## config.mk

```make
export PLATFORM = sky130hd
export DESIGN_NAME = quoted_string_escape_decoder
export DESIGN_NICKNAME = d
export VERILOG_FILES = /design/src/rtl/qsed_pkg.sv /design/src/rtl/qsed_decode.sv /design/src/rtl/qsed_out_stage.sv /design/src/rtl/quoted_string_escape_decoder.sv
export SDC_FILE = /design/constraint.sdc
export NUM_CORES = 1
export LEC_CHECK = 0
export BUFFER_PORTS_ARGS = -buffer_cell sky130_fd_sc_hd__buf_4
export CAP_MARGIN = 20
export CORE_MARGIN = 3
export CORE_UTILIZATION = 60
export DETAILED_ROUTE_END_ITERATION = 8
export GPL_TIMING_DRIVEN = 0
export PLACE_DENSITY = 0.8
export SYNTH_ARGS = -nofsm -noshare
export SYNTH_HDL_FRONTEND = slang
export SYNTH_SLANG_ARGS = --single-unit
```

## constraint.sdc

```tcl
create_clock -name i_clk -period 7.2 [get_ports i_clk]
set_clock_uncertainty 0.05 [all_clocks]
set_input_delay 1.08 -clock i_clk [delete_from_list [all_inputs] [get_ports i_clk]]
set_output_delay 1.08 -clock i_clk [all_outputs]
set_load 0.01 [all_outputs]
```

## src/rtl/qsed_pkg.sv

```systemverilog
// qsed_pkg: types, character codes and the \x hex parser for the quoted
// string escape decoder. No dependencies; imported by every qsed module.
`timescale 1ns / 1ps
`default_nettype none

package qsed_pkg;

    // decode phases
    typedef enum logic [2:0] {
        PH_OPEN = 3'd0,
        PH_BODY = 3'd1,
        PH_ESC  = 3'd2,
        PH_HEX1 = 3'd3,
        PH_HEX2 = 3'd4
    } t_phase;

    localparam int          LEN_OUT_W = 16;
    localparam logic [7:0]  CH_QUOTE  = 8'h22;
    localparam logic [7:0]  CH_BSLASH = 8'h5C;
    localparam logic [7:0]  CH_X      = 8'h78;
    localparam logic [7:0]  CH_T      = 8'h74;
    localparam logic [7:0]  CH_R      = 8'h72;
    localparam logic [7:0]  CH_N      = 8'h6E;
    localparam logic [7:0]  CH_PLUS   = 8'h2B;
    localparam logic [7:0]  CH_MINUS  = 8'h2D;
    localparam logic [7:0]  CODE_TAB  = 8'h09;
    localparam logic [7:0]  CODE_CR   = 8'h0D;
    localparam logic [7:0]  CODE_LF   = 8'h0A;

    // one decoded word headed for the output stage
    typedef struct packed {
        logic                 valid;
        logic [7:0]           data_byte;
        logic                 eos;
        logic [LEN_OUT_W-1:0] len;
    } t_result;

    function automatic logic is_space(input logic [7:0] c);
        return (c == 8'h20) || (c >= 8'h09 && c <= 8'h0D);
    endfunction

    function automatic logic is_sign(input logic [7:0] c);
        return (c == CH_PLUS) || (c == CH_MINUS);
    endfunction

    // hex digit value; bit 4 set when the byte is a digit
    function automatic logic [4:0] hex_digit(input logic [7:0] c);
        logic [4:0] r;
        r = 5'd0;
        if (c >= 8'h30 && c <= 8'h39)      r = {1'b1, c[3:0]};
        else if (c >= 8'h61 && c <= 8'h66) r = {1'b1, 4'(c[3:0] + 4'd9)};
        else if (c >= 8'h41 && c <= 8'h46) r = {1'b1, 4'(c[3:0] + 4'd9)};
        return r;
    endfunction

    // base 16 parse of the two bytes after \x, result modulo 256
    function automatic logic [7:0] parse_hex2(input logic [7:0] c0, input logic [7:0] c1);
        logic [4:0] d0;
        logic [4:0] d1;
        logic [7:0] v;
        d0 = hex_digit(c0);
        d1 = hex_digit(c1);
        v  = 8'd0;
        // a zero first byte ends the string and yields zero in every branch
        if (is_space(c0)) begin
            if (d1[4]) v = {4'd0, d1[3:0]};
        end else if (is_sign(c0)) begin
            if (d1[4]) v = {4'd0, d1[3:0]};
            if (c0 == CH_MINUS) v = 8'(8'd0 - v);
        end else if (d0[4]) begin
            v = d1[4] ? {d0[3:0], d1[3:0]} : {4'd0, d0[3:0]};
        end
        return v;
    endfunction

endpackage

`default_nettype wire

```

## src/rtl/qsed_decode.sv

```systemverilog
// qsed_decode: escape state machine, held hex byte and length counter.
// Depends on qsed_pkg; produces at most one result word per accepted byte.
`timescale 1ns / 1ps
`default_nettype none

module qsed_decode
    import qsed_pkg::*;
#(
    parameter int LENGTH_BITS = 16
) (
    input  wire logic       i_clk,
    input  wire logic       i_rst_n,
    input  wire logic       i_accept,
    input  wire logic [7:0] i_char,
    output t_result         o_res
);

    t_phase                 r_phase, n_phase;
    logic [7:0]             r_held, n_held;
    logic [LENGTH_BITS-1:0] r_count, n_count;
    logic [LEN_OUT_W-1:0]   w_len_sat;
    logic                   w_emit;
    logic [7:0]             w_emit_byte;

    // length as seen on the end marker, saturated to the output width
    generate
        if (LENGTH_BITS > LEN_OUT_W) begin : g_sat
            always_comb begin
                w_len_sat = (|r_count[LENGTH_BITS-1:LEN_OUT_W]) ? '1
                                                                : r_count[LEN_OUT_W-1:0];
            end
        end else begin : g_ext
            always_comb begin
                w_len_sat = LEN_OUT_W'(r_count);
            end
        end
    endgenerate

    // state registers
    always_ff @(posedge i_clk) begin
        if (!i_rst_n) begin
            r_phase <= PH_OPEN;
            r_held  <= 8'd0;
            r_count <= '0;
        end else begin
            r_phase <= n_phase;
            r_held  <= n_held;
            r_count <= n_count;
        end
    end

    // next state and result
    always_comb begin
        n_phase         = r_phase;
        n_held          = r_held;
        n_count         = r_count;
        w_emit          = 1'b0;
        w_emit_byte     = i_char;
        o_res.valid     = 1'b0;
        o_res.data_byte = 8'd0;
        o_res.eos       = 1'b0;
        o_res.len       = '0;
        if (i_accept) begin
            unique case (r_phase)
                PH_BODY: begin
                    if (i_char == CH_QUOTE) begin
                        o_res.valid = 1'b1;
                        o_res.eos   = 1'b1;
                        o_res.len   = w_len_sat;
                        n_count     = '0;
                        n_phase     = PH_OPEN;
                    end else if (i_char == CH_BSLASH) begin
                        n_phase = PH_ESC;
                    end else begin
                        w_emit = 1'b1;
                    end
                end
                PH_ESC: begin
                    priority if (i_char == CH_X) begin
                        n_phase = PH_HEX1;
                    end else begin
                        w_emit = 1'b1;
                        if (i_char == CH_T)      w_emit_byte = CODE_TAB;
                        else if (i_char == CH_R) w_emit_byte = CODE_CR;
                        else if (i_char == CH_N) w_emit_byte = CODE_LF;
                    end
                end
                PH_HEX1: begin
                    n_held  = i_char;
                    n_phase = PH_HEX2;
                end
                PH_HEX2: begin
                    w_emit      = 1'b1;
                    w_emit_byte = parse_hex2(r_held, i_char);
                end
                default: begin
                    // opening delimiter, dropped unchecked
                    n_count = '0;
                    n_phase = PH_BODY;
                end
            endcase
            if (w_emit) begin
                o_res.valid     = 1'b1;
                o_res.data_byte = w_emit_byte;
                n_phase         = PH_BODY;
                if (r_count != '1) n_count = r_count + 1'b1;
            end
        end
    end

endmodule

`default_nettype wire

```

## src/rtl/qsed_out_stage.sv

```systemverilog
// qsed_out_stage: output register with a skid register behind it, so a byte
// can be taken every cycle until the skid is full. Depends on qsed_pkg.
`timescale 1ns / 1ps
`default_nettype none

module qsed_out_stage
    import qsed_pkg::*;
(
    input  wire logic     i_clk,
    input  wire logic     i_rst_n,
    input  wire t_result  i_res,
    output logic          o_ready,
    output t_result       o_head,
    input  wire logic     i_pop
);

    logic    r_out_vld, r_skid_vld;
    t_result r_out, r_skid;
    logic    w_pop;

    assign o_ready = !r_skid_vld;
    assign w_pop   = i_pop && r_out_vld;

    always_comb begin
        o_head       = r_out;
        o_head.valid = r_out_vld;
    end

    // valid flags
    always_ff @(posedge i_clk) begin
        if (!i_rst_n) begin
            r_out_vld  <= 1'b0;
            r_skid_vld <= 1'b0;
        end else if (w_pop) begin
            if (r_skid_vld) begin
                r_skid_vld <= 1'b0;
            end else begin
                r_out_vld <= i_res.valid;
            end
        end else if (i_res.valid) begin
            if (r_out_vld) r_skid_vld <= 1'b1;
            else           r_out_vld  <= 1'b1;
        end
    end

    // payload
    always_ff @(posedge i_clk) begin
        if (w_pop) begin
            if (r_skid_vld)       r_out <= r_skid;
            else if (i_res.valid) r_out <= i_res;
        end else if (i_res.valid) begin
            if (r_out_vld) r_skid <= i_res;
            else           r_out  <= i_res;
        end
    end

endmodule

`default_nettype wire

```

## src/rtl/quoted_string_escape_decoder.sv

```systemverilog
// quoted_string_escape_decoder: top level, stream ports around the decoder
// and output stage. Depends on qsed_pkg, qsed_decode and qsed_out_stage.
//
// Usage: raw bytes of double-quoted literals enter on the s_axis side, one
// byte per word. The first byte of each literal is the opening delimiter and
// is dropped. Decoded characters leave on the m_axis side with tlast low;
// the closing quote yields a word with tlast high, data byte zero and the
// decoded length (saturating at 65535) in the upper tdata bits.
// Escape bytes and the first hex digit of \x give no output word.
// Result words are registered in the output stage, or in the skid register
// while the head waits, before they reach m_axis. Throughput: one byte per
// cycle while s_axis_tready is high; the state machine steps once per byte.
// Stalls: an output register plus a skid register absorb one extra word, so
// s_axis_tready drops only when both are full; nothing is lost.
// Reset (i_rst_n low, synchronous) empties the output stage and returns the
// decoder to waiting for an opening delimiter with a zero length count.
`timescale 1ns / 1ps
`default_nettype none

module quoted_string_escape_decoder
    import qsed_pkg::*;
#(
    parameter int LENGTH_BITS = 16
) (
    input  wire logic        i_clk,
    input  wire logic        i_rst_n,
    input  wire logic        s_axis_tvalid,
    output logic             s_axis_tready,
    input  wire logic [7:0]  s_axis_tdata,   // [7:0] char_in
    output logic             m_axis_tvalid,
    input  wire logic        m_axis_tready,
    output logic [23:0]      m_axis_tdata,   // [7:0] decoded_byte, [23:8] decoded_length
    output logic             m_axis_tlast    // end_of_string
);

    t_result w_res;
    t_result w_head;
    logic    w_accept;

    assign w_accept = s_axis_tvalid && s_axis_tready;

    qsed_decode #(
        .LENGTH_BITS (LENGTH_BITS)
    ) u_decode (
        .i_clk    (i_clk),
        .i_rst_n  (i_rst_n),
        .i_accept (w_accept),
        .i_char   (s_axis_tdata),
        .o_res    (w_res)
    );

    qsed_out_stage u_out (
        .i_clk   (i_clk),
        .i_rst_n (i_rst_n),
        .i_res   (w_res),
        .o_ready (s_axis_tready),
        .o_head  (w_head),
        .i_pop   (m_axis_tready)
    );

    // output word packing
    assign m_axis_tvalid = w_head.valid;
    assign m_axis_tdata  = {w_head.len, w_head.data_byte};
    assign m_axis_tlast  = w_head.eos;

endmodule

`default_nettype wire
```

Word level (Yosys, flattened, before mapping):

Cells that the tools add are included.

* bits in registers: 79
* input port bits: 12
* output and inout port bits: 27
* word-level logic and storage cells: 125

* add/subtract/negate cells: 4
* magnitude comparators: 14
* eq/ne operators: 19
* muxes and demuxes: 53
* bitwise logic cells: 2
* reduce and logical (&&, ||, !) cells: 22

Operators with widths (count)
* 25-bit two-way mux: 5
* 8-bit two-way mux: 13
* 5-bit two-way mux: 10
* 16-bit two-way mux: 3
* 8-bit by 7-bit == test with 1-bit output (second input constant): 5
* 17-bit two-way mux: 2
* 8-bit by 6-bit == test with 1-bit output (second input constant): 4
* 8-bit by 7-bit greater-or-equal comparator with 1-bit output (second input constant): 4
* 8-bit by 7-bit <= comparator with 1-bit output (second input constant): 4
* 16-bit one-hot mux with 2 select lines: 1
* 26-bit two-way mux: 1
* 16-bit by 1-bit adder with 16-bit output (second input constant): 1
* 8-bit by 6-bit greater-or-equal comparator with 1-bit output (second input constant): 2
* 8-bit by 6-bit <= comparator with 1-bit output (second input constant): 2
* 16-bit inequality test (second input constant): 1
* 8-bit one-hot mux with 2 select lines: 1
* 3-bit two-way mux: 4
* 3-bit one-hot mux with 4 select lines: 1
* 1-bit logical AND: 9
* 1-bit two-way mux: 9
* 9-bit two-way mux: 1
* 4-bit adder (second input constant): 2
* 8-bit by 4-bit greater-or-equal comparator with 1-bit output (second input constant): 1
* 8-bit by 4-bit <= comparator with 1-bit output (second input constant): 1
* 19 further kinds: 27

Logic depth before layout (Yosys ltp):

Gate-level depths: netlist of run 1.

* word-level depth: 22
* mapped depth: 11
* mapped depth without buffers: 11

By module:

Synthesis of run 1 repeated with hierarchy kept, for this count alone.

* cell total of the unflattened synthesis: 439
* area, all modules: 4563.1 um^2

Modules (own cells, without submodules)
* qsed_decode: instances 1, cells an instance 346, area an instance 2556.2 um^2, sequential area each 540.5 um^2
* qsed_out_stage: instances 1, cells an instance 92, area an instance 2000.7 um^2, sequential area each 1541.5 um^2
* quoted_string_escape_decoder: instances 1, cells an instance 1, area an instance 6.3 um^2, sequential area each 0.0 um^2

Worst setup path after synthesis of run 1:

No wires, ideal clock.

* path kind: input-to-reg
* from: input s_axis_tdata[0]
* to: register u_out.r_out, in the netlist u_out.o_head[0] (enable)
* library setup time: 0.415 ns
* arrival: 3.542 ns
* required time: 6.735 ns
* path slack: 3.193 ns
* stages on the path: 7
* path buffers: 1
* cell sequence: inv_1 -> ha_1 -> nand4bb_1 -> nor4bb_1 -> clkbuf_1 -> nor2_1 -> a21oi_1

* longest elaborated chain between the ends: 9
* elaborated cells on any way between the ends: 15
* classes of those cells: eq/ne: 3; mux: 9; reduce/logical: 3

RTL lines
* start, declared: RTL line quoted_string_escape_decoder.sv:29 `input wire logic [7:0] s_axis_tdata,`
* 8-bit by 7-bit == test with 1-bit output: RTL line qsed_decode.sv:72 `end else if (i_char == CH_BSLASH) begin`
* 1-bit two-way mux: RTL line qsed_decode.sv:72
* 1-bit two-way mux: RTL line qsed_decode.sv:66 `if (i_char == CH_QUOTE) begin`
* 1-bit one-hot mux with 3 select lines: RTL line qsed_decode.sv:64 `unique case (r_phase)`
* 1-bit two-way mux: RTL line qsed_decode.sv:63 `if (i_accept) begin`
* 9-bit two-way mux (*): RTL line qsed_decode.sv:102 `if (w_emit) begin`
* 26-bit two-way mux (*): RTL line qsed_decode.sv:63
* 2-bit nonzero test (no source line)
* 3-bit AND reduction (no source line) (*)
* end signal, assigned: RTL line qsed_out_stage.sv:49 `if (r_skid_vld) r_out <= r_skid;`
* end signal, assigned: RTL line qsed_out_stage.sv:50 `else if (i_res.valid) r_out <= i_res;`
* end signal, assigned: RTL line qsed_out_stage.sv:53 `else r_out <= i_res;`
* end, declared: RTL line qsed_out_stage.sv:18 `t_result r_out, r_skid;`

Every way passes the cells marked *; elsewhere a longest branch is shown, timed or not. The select of a mux whose other input is x is not followed.
A chain may end at the register's enable or synchronous reset.

Worst setup path in the final report of run 1:

* from: input s_axis_tdata[0]
* to: register u_out.r_out, in the netlist u_out.o_head[8] (enable)

The elaborated chain is that of the path after synthesis.

==> key figures, run 1 <==
Route
  – Initial DRC count: 410
  – Drt drc: 0
  – Vias/cell: 6.38
  – DRT Wirelength: 10600 um
  – Detailed-route wire length per cell: 17.5 um
  – TritonRoute pass-1 iters: 5
  – Routed Antenna Nets: 0
  – Via count: 3843

GRT
  – Grt total ovfl: 0
  – Met1 Use GR: 0.365
  – Vias in the first global route: 3485
  – Largest net degree at the start of global routing: 17
  – Met3 global-route usage: 0.0481
  – Total global routing track utilization: 0.258
  – First-pass GRT wire length: roughly 17000 um
  – Busiest metal layer after global routing: met2
  – Met2 Usage GRT: 0.386
  – Initial antenna violation count: 0

Hold path
  – Worst hold path class: reg -> reg
  – Hold Path End: u_decode.r_count[6]
  – Hold_sp: u_decode.r_count[6]
  – Hold Path Cell Cnt: 1

Yosys
  – Mapped Area: 0.00438 mm^2
  – Netlist cell types: 73
  – Synth async-reset ratio: 0
  – Post-synthesis sequential area ratio: 0.475
  – Top FF cell, synth: edfxtp_1
  – Synth warn: 0
  – Cells after Synth: 454
  – Avg Inst Size Synth: a little under 10 um^2
  – Register bit total from synthesis: 79
  – Number of flops mapped to enable cells by yosys: 50
  – Post-Syn Nets: 478

Setup path
  – CP Class: in -> reg
  – Required @ worst endpoint: slightly above 7 ns
  – CP peak stage delay: a little under 0.6 ns
  – R2R Path Start: u_decode.r_held[1]
  – Highest-delay cell along the critical path: a21oi_2
  – CP Max Fanout: 15
  – Setup crit start kind: input port
  – Worst R2R End: u_out.o_head[20]
  – Register-to-register setup slack: 4.03 ns
  – Crit end category: register
  – Crit path arrival time: around 3.7 ns
  – Worst-path cell chain: buf_4, inv_1, ha_1, nand4bb_1, nor4bb_1, clkbuf_1, nor2_1, a21oi_2, buf_8
  – Worst R2R Path Depth: 9

Finish
  – Share of layout cells above drive strength 1: 0.144
  – Post-layout nets: ~530
  – Commonest non-fill, non-tap cells in the layout: nand2_1, edfxtp_1, buf_4
  – # fillers: ~550
  – Diode count: 0
  – Area grow syn2layout: 13.2%
  – Final Cell Area: 0.00496 mm^2
  – Most common cell after layout, fill and taps aside: nand2_1

Clock tree
  – Post-CTS sizing: 0
  – Num CTS Buffers: 9
  – Clk_lat worst skew: 0.36 ns
  – Hold buffer count at CTS: 0
  – CTS Sinks: 79
  – CTS tree: done
  – Max Root-Sink Buffers: 2
  – Clk slew on worst S/H paths: ~0.080 ns
  – Setup Buffers After CTS: 0
  – # H-tree levels: 3
  – Clock root cell: clkbuf_8

Floorplan
  – Die H: 91.5 um
  – Die width: 91.5 um
  – I/O Pins: 39
  – Die area: 0.00837 mm^2
  – Std-Cell Rows: 30
  – Core region area: 0.00694 mm^2
  – Starting density of the core: 0.631

Place
  – Hpwl dp: 7790 um
  – GPL Wtd Cong: 0.888
  – Placed Area: 0.00479 mm^2
  – I/O Buffers: 34

Pwr
  – Int Power: ~0.00066 W
  – Pwr/cell area: about 180 mW/mm^2
  – Final Power: 0.000897 W
  – Psw: between 0.0002 and 0.00025 W
  – Logic pwr share: 0.121
  – Switching share of power: 0.266
  – Max IR drop VDD: 0.103 mV
  – Register share of total power: 0.557
  – Clk pwr share: 0.322
  – Leakage Power: ~1.9 nW

STA
  – RSZ-0062 raised after global routing: no
  – Slew @ Worst Pin: 0.844 ns
  – Worst slew margin: 0.432
  – Minimum clock period: roughly 3.7 ns
  – Peak Freq: 0.268 GHz
  – Final worst-path cycle share: 0.518
  – Hold WS: 0.449 ns
  – Final setup vio count: 0
  – Total negative slack: 0 ns
  – Count of pins over their slew limit: 0
  – Final hold viol count: 0

Status
  – Status: finished, final reports clean

Flow run
  – Maxcap violations: 0
[cell families after synthesis]
| logic type | count (synthesis) | share of synthesized area |
|---|---|---|
| AO/OA/AOI/OAI | 129 | 0.212 |
| XOR/XNOR | 2 | 0.00400 |
| adder cells (fa/ha/maj) | 12 | 0.0343 |
| buffers and inverters | 38 | 0.0354 |
| flip-flops | 79 | 0.475 |
| multiplexers | 4 | 0.00942 |
| AND/OR/NAND/NOR | 190 | 0.230 |
[critical path: cells and delay by family]
kind	cells	cell delay, ns
buffers and inverters	4	0.95
AOI/OAI and AO/OA	1	0.59
and+or+nand+nor	3	0.84
adders and majority gates	1	0.27
[cells in the mapped netlist, types with 5 or more instances]
| library cell | n | area (um^2) |
|---|---|---|
| edfxtp_1 | 50 | 1500 |
| ha_1 | 12 | 150 |
| or3_1 | 5 | 31.3 |
| inv_1 | 13 | 48.8 |
| nand2_1 | 57 | 214 |
| o2111ai_1 | 5 | 43.8 |
| dfxtp_1 | 29 | 581 |
| nor3_1 | 16 | 80.1 |
| o21ai_0 | 19 | 95.1 |
| nor2_1 | 20 | 75.1 |
| and2_1 | 18 | 113 |
| buf_2 | 6 | 30.0 |
| a21oi_1 | 31 | 155 |
| nand4_1 | 7 | 43.8 |
| clkbuf_1 | 15 | 56.3 |
| a211oi_1 | 5 | 37.5 |
| a21o_1 | 20 | 150 |
| nand3_1 | 28 | 140 |
[metrics by stage]
step            util  cells  worst slack, ns
2_1_floorplan      -    454             3.19
3_3_place_gp   0.685    584             2.14
3_5_place_dp   0.690    586             3.15
4_1_cts        0.714    602             3.52
5_1_grt        0.714    602             3.20
6_report       0.714    602             3.47
[layer usage]
metal	wire length [um]	share of wire
met1	4710	0.45
met2	4820	0.46
met3	809	0.077
met4	214	0.020
met5	0	0
[cell type report]
cell class,count,area (um^2),share of cell area
multi-input combinational,337,2150,0.434
sequential,79,2080,0.420
clock buffer,11,131,0.0265
tap,96,120,0.0242
buffer,25,106,0.0214
inverter,13,48.8,0.00984
clock inverter,5,33.8,0.00681
timing repair buffer,36,285,0.0575
[how the worst max path moves through the flow]
| stage | startpoint | endpoint | slack [ns] | cells after the start |
|---|---|---|---|---|
| global placement | s_axis_tdata[0] | u_out.o_head[0] | 2.14 | 8 |
| CTS | s_axis_tdata[0] | u_out.o_head[8] | 3.52 | 9 |
| global route | s_axis_tdata[0] | u_out.o_head[8] | 3.20 | 9 |
| finish | s_axis_tdata[0] | u_out.o_head[8] | 3.47 | 9 |
| floorplan | s_axis_tdata[0] | u_out.o_head[0] | 3.19 | 7 |
| detailed placement | s_axis_tdata[0] | u_out.o_head[0] | 3.15 | 9 |
[power groups by stage]
stage	clock (W)	combinational, W	sequential (W)
floorplan	0	0.0000602	0.000514
global placement	0	0.000102	0.000510
detailed placement	0	0.000107	0.000510
CTS	0.000291	0.000108	0.000500
global route	0.000311	0.000119	0.000501
finish	0.000288	0.000109	0.000500
[registers in the layout (all words and copies together) (netlist names)]
signal,flops
u_out.r_out_vld,1
u_decode.r_count,16
u_out.r_skid,25
u_decode.r_phase,3
u_out.r_skid_vld,1
u_out.o_head,25
u_decode.r_held,8
Note: power is estimated with default switching activity, not from simulation.
==> inputs of run 2 (changes only) <==
--- a/config.mk
+++ b/config.mk
@@ -5,13 +5,14 @@
 export SDC_FILE = /design/constraint.sdc
 export NUM_CORES = 1
 export LEC_CHECK = 0
+export ABC_AREA = 1
 export BUFFER_PORTS_ARGS = -buffer_cell sky130_fd_sc_hd__buf_4
 export CAP_MARGIN = 20
 export CORE_MARGIN = 3
-export CORE_UTILIZATION = 60
+export CORE_UTILIZATION = 54
 export DETAILED_ROUTE_END_ITERATION = 8
 export GPL_TIMING_DRIVEN = 0
-export PLACE_DENSITY = 0.8
+export PLACE_DENSITY = 0.76
 export SYNTH_ARGS = -nofsm -noshare
 export SYNTH_HDL_FRONTEND = slang
 export SYNTH_SLANG_ARGS = --single-unit
==> constraint.sdc (replaced) <==
create_clock -name i_clk -period 3.3 [get_ports i_clk]
set_clock_uncertainty 0.05 [all_clocks]
set_input_delay 0.495 -clock i_clk [delete_from_list [all_inputs] [get_ports i_clk]]
set_output_delay 0.495 -clock i_clk [all_outputs]
set_load 0.01 [all_outputs]
==> run 2 against run 1 <==
  * Critical path depth is 9 higher
  * Hold slack worse by 0.010 ns
  * Synthesized cell count is 34% higher
  * Global-route usage is 1.9 points lower
  * Non-clock buffer count is 7 lower
  * Via count is 10% higher
  * Wire length is 7.6% higher
  * Flip-flop and latch count stayed put
  * Largest cell class unchanged
  * Largest power group unchanged
  * Highest routed layer unchanged
==> key figures, run 2 <==
Yosys
  – Most frequent cell after synthesis: nand2_1
  – Netlist cell types: 35
  – Top cell type by total area after synthesis: edfxtp_1
  – Synth async-reset ratio: 0
  – Most frequent cells after synthesis: nand2_1, inv_1, nor2_1
  – Ranking of synthesized cells by area: edfxtp_1, nand2_1, dfxtp_1
  – Mapped Area: ~0.0046 mm^2
  – Complex-gate fraction of the synthesized area: 0.137
  – Synth warn: 0
  – Share of the synthesized area in the top cell type: 0.325
  – Register bit total from synthesis: 79
  – Largest family of logic cells by synthesized area: simple AND/OR/NAND/NOR gates
  – Post-Synth Simple-Gate Area: 0.285
  – Top FF cell, synth: edfxtp_1
  – Cells after Synth: 610
  – XOR/XNOR Fraction of Synth Area: 0.00569
  – Adder-cell share of the synthesized area: 0.0325
  – Post-synthesis mux area share: 0
  – Post-Syn Nets: 634
  – Post-synthesis sequential area ratio: 0.451
  – Number of flops mapped to enable cells by yosys: 50
  – Avg Inst Size Synth: 7.57 um^2

STA
  – Final hold viol count: 0
  – Count of pins over their slew limit: 0
  – Final worst-path cycle share: 0.840
  – Peak Freq: 0.361 GHz
  – Setup ws final: between 0.5 and 0.6 ns
  – Minimum clock period: around 2.8 ns
  – RSZ-0062 raised after global routing: no
  – Final setup vio count: 0
  – Worst slew margin: 0.598
  – Slew @ Worst Pin: 0.598 ns

Status
  – Status: finished, final reports clean

Setup path
  – Cell mode on critical path: nand2_1
  – Worst R2R Path Depth: 11
  – Worst-path cell chain: buf_4, inv_1, ha_1, nand3_1, o21ai_0, nand2_1, nand3_2, buf_6, o21ai_1, nand2_1, inv_1, ha_1, o21ai_0, inv_1, nand2_1, nand2_1, nand2_1, nand2_1
  – R2R Path Start: u_decode.r_phase[0]
  – Setup crit start kind: input port
  – Required @ worst endpoint: 3.35 ns
  – CP Class: in -> reg
  – Critical path destination: u_out.o_head[20]
  – Worst R2R End: u_out.o_head[4]
  – Crit path arrival time: 2.83 ns
  – Stages on worst setup path: 18
  – Crit end category: register
  – Crit path from: s_axis_tdata[0]
  – Critical path buffers and inverters: 5
  – Delay-heaviest family, CP: simple AND/OR/NAND/NOR gates
  – CP Max Fanout: 10
  – Register-to-register setup slack: about 0.71 ns
  – CP peak stage delay: 0.26 ns
  – Highest-delay cell along the critical path: ha_1

Pwr
  – Final Power: 0.00221 W
  – Max IR drop VDD: roughly 0.2 mV
  – Leakage Power: 2.32 nW
  – Pwr/cell area: a little over 400 mW/mm^2

Clock tree
  – Clk slew on worst S/H paths: 0.09 ns
  – CTS Sinks: 79
  – Num CTS Buffers: 9
  – # H-tree levels: 3
  – Clock root cell: clkbuf_8
  – Post-CTS sizing: 0
  – Setup Buffers After CTS: 0
  – Max Root-Sink Buffers: 2
  – Hold buffer count at CTS: 0
  – Clk_lat worst skew: around 0.35 ns
  – CTS tree: done

GRT
  – Grt total ovfl: 0
  – Largest net degree at the start of global routing: 18
  – Vias in the first global route: 4012
  – Total global routing track utilization: 0.239
  – First-pass GRT wire length: approximately 19000 um
  – Initial antenna violation count: 0

Route
  – Drt drc: 0
  – Initial DRC count: around 300
  – Routed Antenna Nets: 0
  – Detailed-route wire length per cell: 14.8 um
  – Via count: 4242
  – TritonRoute pass-1 iters: 5
  – DRT Wirelength: 11400 um
  – Vias/cell: 5.52

Finish
  – Post-route insts no fill: 769
  – Core Util, Final: 0.643
  – Share of layout cells above drive strength 1: 0.145
  – FF/Latch Area: 0.00208 mm^2
  – Footprint of the multi-input gates: 0.00214 mm^2
  – Post-layout nets: 683
  – Diode count: 0
  – Area grow syn2layout: 15.0%
  – # fillers: 735
  – Most common cell after layout, fill and taps aside: nand2_1
  – Commonest non-fill, non-tap cells in the layout: nand2_1, inv_1, nor2_1

Flow run
  – Maxcap violations: 0

Place
  – I/O Buffers: 36
  – Place WS: approximately 0.17 ns
  – GPL Wtd Cong: between 0.8 and 0.9
  – Hpwl dp: 8480 um
  – Placed cells: 753

Floorplan
  – Starting density of the core: 0.559
  – Die area: 0.00969 mm^2
  – Die width: between 90 and 100 um
  – Std-Cell Rows: 33
  – I/O Pins: 39
  – Die H: 98.5 um
  – Core region area: 0.00826 mm^2

Hold path
  – Worst hold path class: reg -> reg
-- run 2: cell types whose count changed after synthesis, moves of 15 or more --
cell / delta
and2_1: -18
o21ai_0: +35
inv_1: +63
a21o_1: -20
nand2_1: +102
a21oi_1: +15
nor2_1: +35
-- run 2: layout make-up --
cell class	count	share of cell area
Multi-Input combinational cell	428	0.403
Sequential cell	79	0.392
Inverter	87	0.0617
Timing Repair Buffer	38	0.0589
Tap cell	105	0.0247
Clock buffer	9	0.0233
Clock inverter	7	0.0210
Buffer	16	0.0156
-- run 2: logic make-up after synthesis --
kind of cell | count (synthesis)
xor+xnor | 3
compound gates | 120
flops | 79
buf+inv | 103
simple gates | 293
fa+ha+maj | 12
-- run 2: power by group --
group / switching [W] / internal, W / total [W]
sequential: 0.0000137 / 0.00107 / 0.00109
clock: 0.000390 / 0.000446 / 0.000836
combinational: 0.000190 / 0.0000931 / 0.000284
total: 0.000594 / 0.00161 / 0.00221
-- run 2: how the worst min path moves through the flow --
stage / slack [ns] / endpoint / cells after the start / start
6_report: 0.44 / u_decode.r_count[13] / 2 / u_decode.r_count[13]
5_1_grt: 0.45 / u_decode.r_held[7] / 3 / s_axis_tdata[7]
4_1_cts: 0.43 / u_decode.r_held[6] / 3 / s_axis_tdata[6]
3_5_place_dp: 0.43 / u_decode.r_count[13] / 2 / u_decode.r_count[13]
3_3_place_gp: 0.42 / u_decode.r_count[13] / 2 / u_decode.r_count[13]
2_1_floorplan: 0.40 / u_decode.r_count[13] / 2 / u_decode.r_count[13]
-- run 2: routing by layer --
metal,up-vias,wire (um),global-route usage
met1,1967,5260,0.339
met2,161,5240,0.384
li1,2104,-,-
met3,10,724,0.0361
met5,-,0,0
met4,0,130,0.0662
-- run 2: worst register-to-register path, stage by stage, from the launching register on --
cell and delay [ns]:
dfxtp_1 0.36, inv_2 0.07, nor2_2 0.12, nand2_1 0.13
a21oi_2 0.19, o21ai_1 0.11, nand2_2 0.15, inv_2 0.12
nor2_8 0.17, nor2_4 0.07, a21oi_2 0.52, buf_8 0.25
-- run 2: metrics by stage --
| step | TNS, ns | instance area, um^2 | hold slack [ns] |
|---|---|---|---|
| 2_1_floorplan | 0 | 4620 | 0.404 |
| 3_3_place_gp | -30.91 | 5020 | 0.419 |
| 3_5_place_dp | 0 | 5070 | 0.427 |
| 4_1_cts | 0 | 5310 | 0.427 |
| 5_1_grt | 0 | 5310 | 0.451 |
| 6_report | 0 | 5310 | 0.439 |
==> inputs of run 3 (changes only) <==
==> constraint.sdc (replaced) <==
create_clock -name i_clk -period 2.25 [get_ports i_clk]
set_clock_uncertainty 0.05 [all_clocks]
set_input_delay 0.3375 -clock i_clk [delete_from_list [all_inputs] [get_ports i_clk]]
set_output_delay 0.3375 -clock i_clk [all_outputs]
set_load 0.01 [all_outputs]
==> run 3 against run 2 <==
  * Wire length increased by 11%
  * Die area stayed put
  * Cell area rose by 6.4%
  * Flip-flop and latch count did not move
  * Critical endpoint unchanged
  * Largest cell class unchanged
==> key figures, run 3 (synthesis gave the netlist of run 2 again) <==
Status
  – Status: finished, final reports clean

STA
  – Minimum clock period: 2.18 ns
  – Final setup vio count: 0
  – Final worst-path cycle share: 0.970
  – Count of pins over their slew limit: 0
  – Peak Freq: 0.458 GHz
  – Final hold viol count: 0
  – Slew @ Worst Pin: 0.623 ns
  – RSZ-0062 raised after global routing: yes
  – Setup ws final: 0.0670 ns
  – Worst slew margin: 0.581

Finish
  – Share of layout cells above drive strength 1: 0.225
  – # fillers: 686
  – Commonest non-fill, non-tap cells in the layout: nand2_1, inv_1, nor2_1
  – Post-layout nets: 700
  – Post-route insts no fill: 786
  – Area grow syn2layout: 22.4%
  – Most common cell after layout, fill and taps aside: nand2_1
  – Diode count: 0

Setup path
  – CP Max Fanout: 7
  – Highest-delay cell along the critical path: ha_1
  – Crit end category: register
  – Crit path arrival time: between 2 and 2.5 ns
  – Stages on worst setup path: 17
  – Setup crit start kind: input port
  – Required @ worst endpoint: 2.32 ns
  – CP peak stage delay: 0.29 ns
  – Worst R2R Path Depth: 11
  – Critical path buffers and inverters: 6
  – CP Class: in -> reg
  – Delay-heaviest family, CP: buffers and inverters
  – Worst-path cell chain: buf_6, clkinvlp_4, buf_4, buf_4, ha_1, nand2_1, o21ai_2, o21ai_2, nand2_2, inv_2, ha_1, o21ai_1, inv_1, nand2_1, nand2_2, nand2_2, nand2_1

Hold path
  – Hold Path Cell Cnt: 3
  – Worst hold path class: in -> reg

Place
  – Place WS: -0.762 ns
  – Placed cells: 751
  – I/O Buffers: 36
  – Hpwl dp: 8380 um
  – GPL Wtd Cong: 0.933

Route
  – Via count: 4417
  – TritonRoute pass-1 iters: 5
  – Drt drc: 0
  – Met2 Wirelength: 6060 um
  – Detailed-route wire length per cell: 16.1 um
  – Vias/cell: 5.62
  – Post-Route M1 WL: 5490 um
  – DRT Wirelength: around 13000 um
  – Initial DRC count: 284
  – Routed Antenna Nets: 0
  – DR top layer: met4
  – Routed wire length on met3: slightly below 900 um

Clock tree
  – CTS tree: done
  – Hold buffer count at CTS: 0
  – Clk slew on worst S/H paths: 0.08 ns
  – Clk_lat worst skew: 0.37 ns
  – CTS Sinks: 79
  – Max Root-Sink Buffers: 2
  – Num CTS Buffers: 9
  – Clock root cell: clkbuf_8
  – # H-tree levels: 3

Floorplan
  – Starting density of the core: 0.559
  – Die area: 0.00969 mm^2
  – I/O Pins: 39
  – Die width: 98.5 um
  – Die H: 98.5 um
  – Std-Cell Rows: 33
  – Core region area: roughly 0.0083 mm^2

Pwr
  – Max IR drop VDD: around 0.28 mV
  – Final Power: between 0.003 and 0.004 W
  – Leakage Power: 2.40 nW
  – Pwr/cell area: 594 mW/mm^2

GRT
  – Grt total ovfl: 0
  – Vias in the first global route: 4025
  – Total global routing track utilization: 0.256
  – Largest net degree at the start of global routing: 17
  – First-pass GRT wire length: about 20000 um
  – Initial antenna violation count: 0

Flow run
  – Maxcap violations: 0
## run 3: changes by cell type in the layout (fill, tap and decap cells not counted), sizes merged
cell      change
clkinv        -1
inv           -2
nor3          +1
a21oi         +1
clkinvlp      +3
buf          +15
## run 3: cell type report
class	instances	area, um^2	share of cell area
multi-input combinational	430	2310	0.409
clock buffer	9	124	0.0219
buffer	16	82.6	0.0146
sequential	79	2090	0.370
clock inverter	7	110	0.0195
inverter	87	338	0.0598
timing repair buffer	53	459	0.0813
tap	105	131	0.0233
## run 3: worst paths after layout
check                             end           startpoint  slack [ns]
setup reg to reg      u_out.r_skid[0]  u_decode.r_phase[0]        0.09
setup / recovery     u_out.o_head[20]      s_axis_tdata[0]        0.07
hold / removal     u_decode.r_held[6]      s_axis_tdata[6]        0.28
hold reg to reg   u_decode.r_count[9]  u_decode.r_count[9]        0.44
## run 3: worst min-delay path: stages
cell	delay, ns
buf_4	0.10
inv_2	0.07
a21oi_1	0.13
## run 3: power breakdown
| group | internal [W] | switching [W] |
|---|---|---|
| logic | 0.000175 | 0.000311 |
| registers | 0.00157 | 0.0000218 |
| clock network | 0.000652 | 0.000622 |
## run 3: through the flow
| stage | hold WS (ns) | util | TNS (ns) | instance area, um^2 |
|---|---|---|---|---|
| after floorplan | 0.404 | - | -3.54 | 4640 |
| after global placement | 0.418 | 0.611 | -36.38 | 5040 |
| after detailed placement | 0.429 | 0.611 | -38.79 | 5040 |
| after CTS | 0.267 | 0.660 | 0 | 5450 |
| after global routing | 0.302 | 0.684 | -0.367 | 5650 |
| final | 0.278 | 0.684 | 0 | 5650 |
## run 3: repair_timing
| action | 4_1_cts | 5_1_grt |
|---|---|---|
| pin swaps | 6 | 21 |
| gates resized for setup | 15 | 41 |
| endpoints found under the setup margin | 62 | 67 |
| buffers inserted | 9 | 8 |
| cloned | 2 | 0 |
## run 3: metal layers
| layer | vias up | global-route usage |
|---|---|---|
| li1 | 2145 | - |
| met1 | 2063 | 0.347 |
| met2 | 185 | 0.428 |
| met3 | 24 | 0.0347 |
| met4 | 0 | 0.0788 |
| met5 | - | 0 |
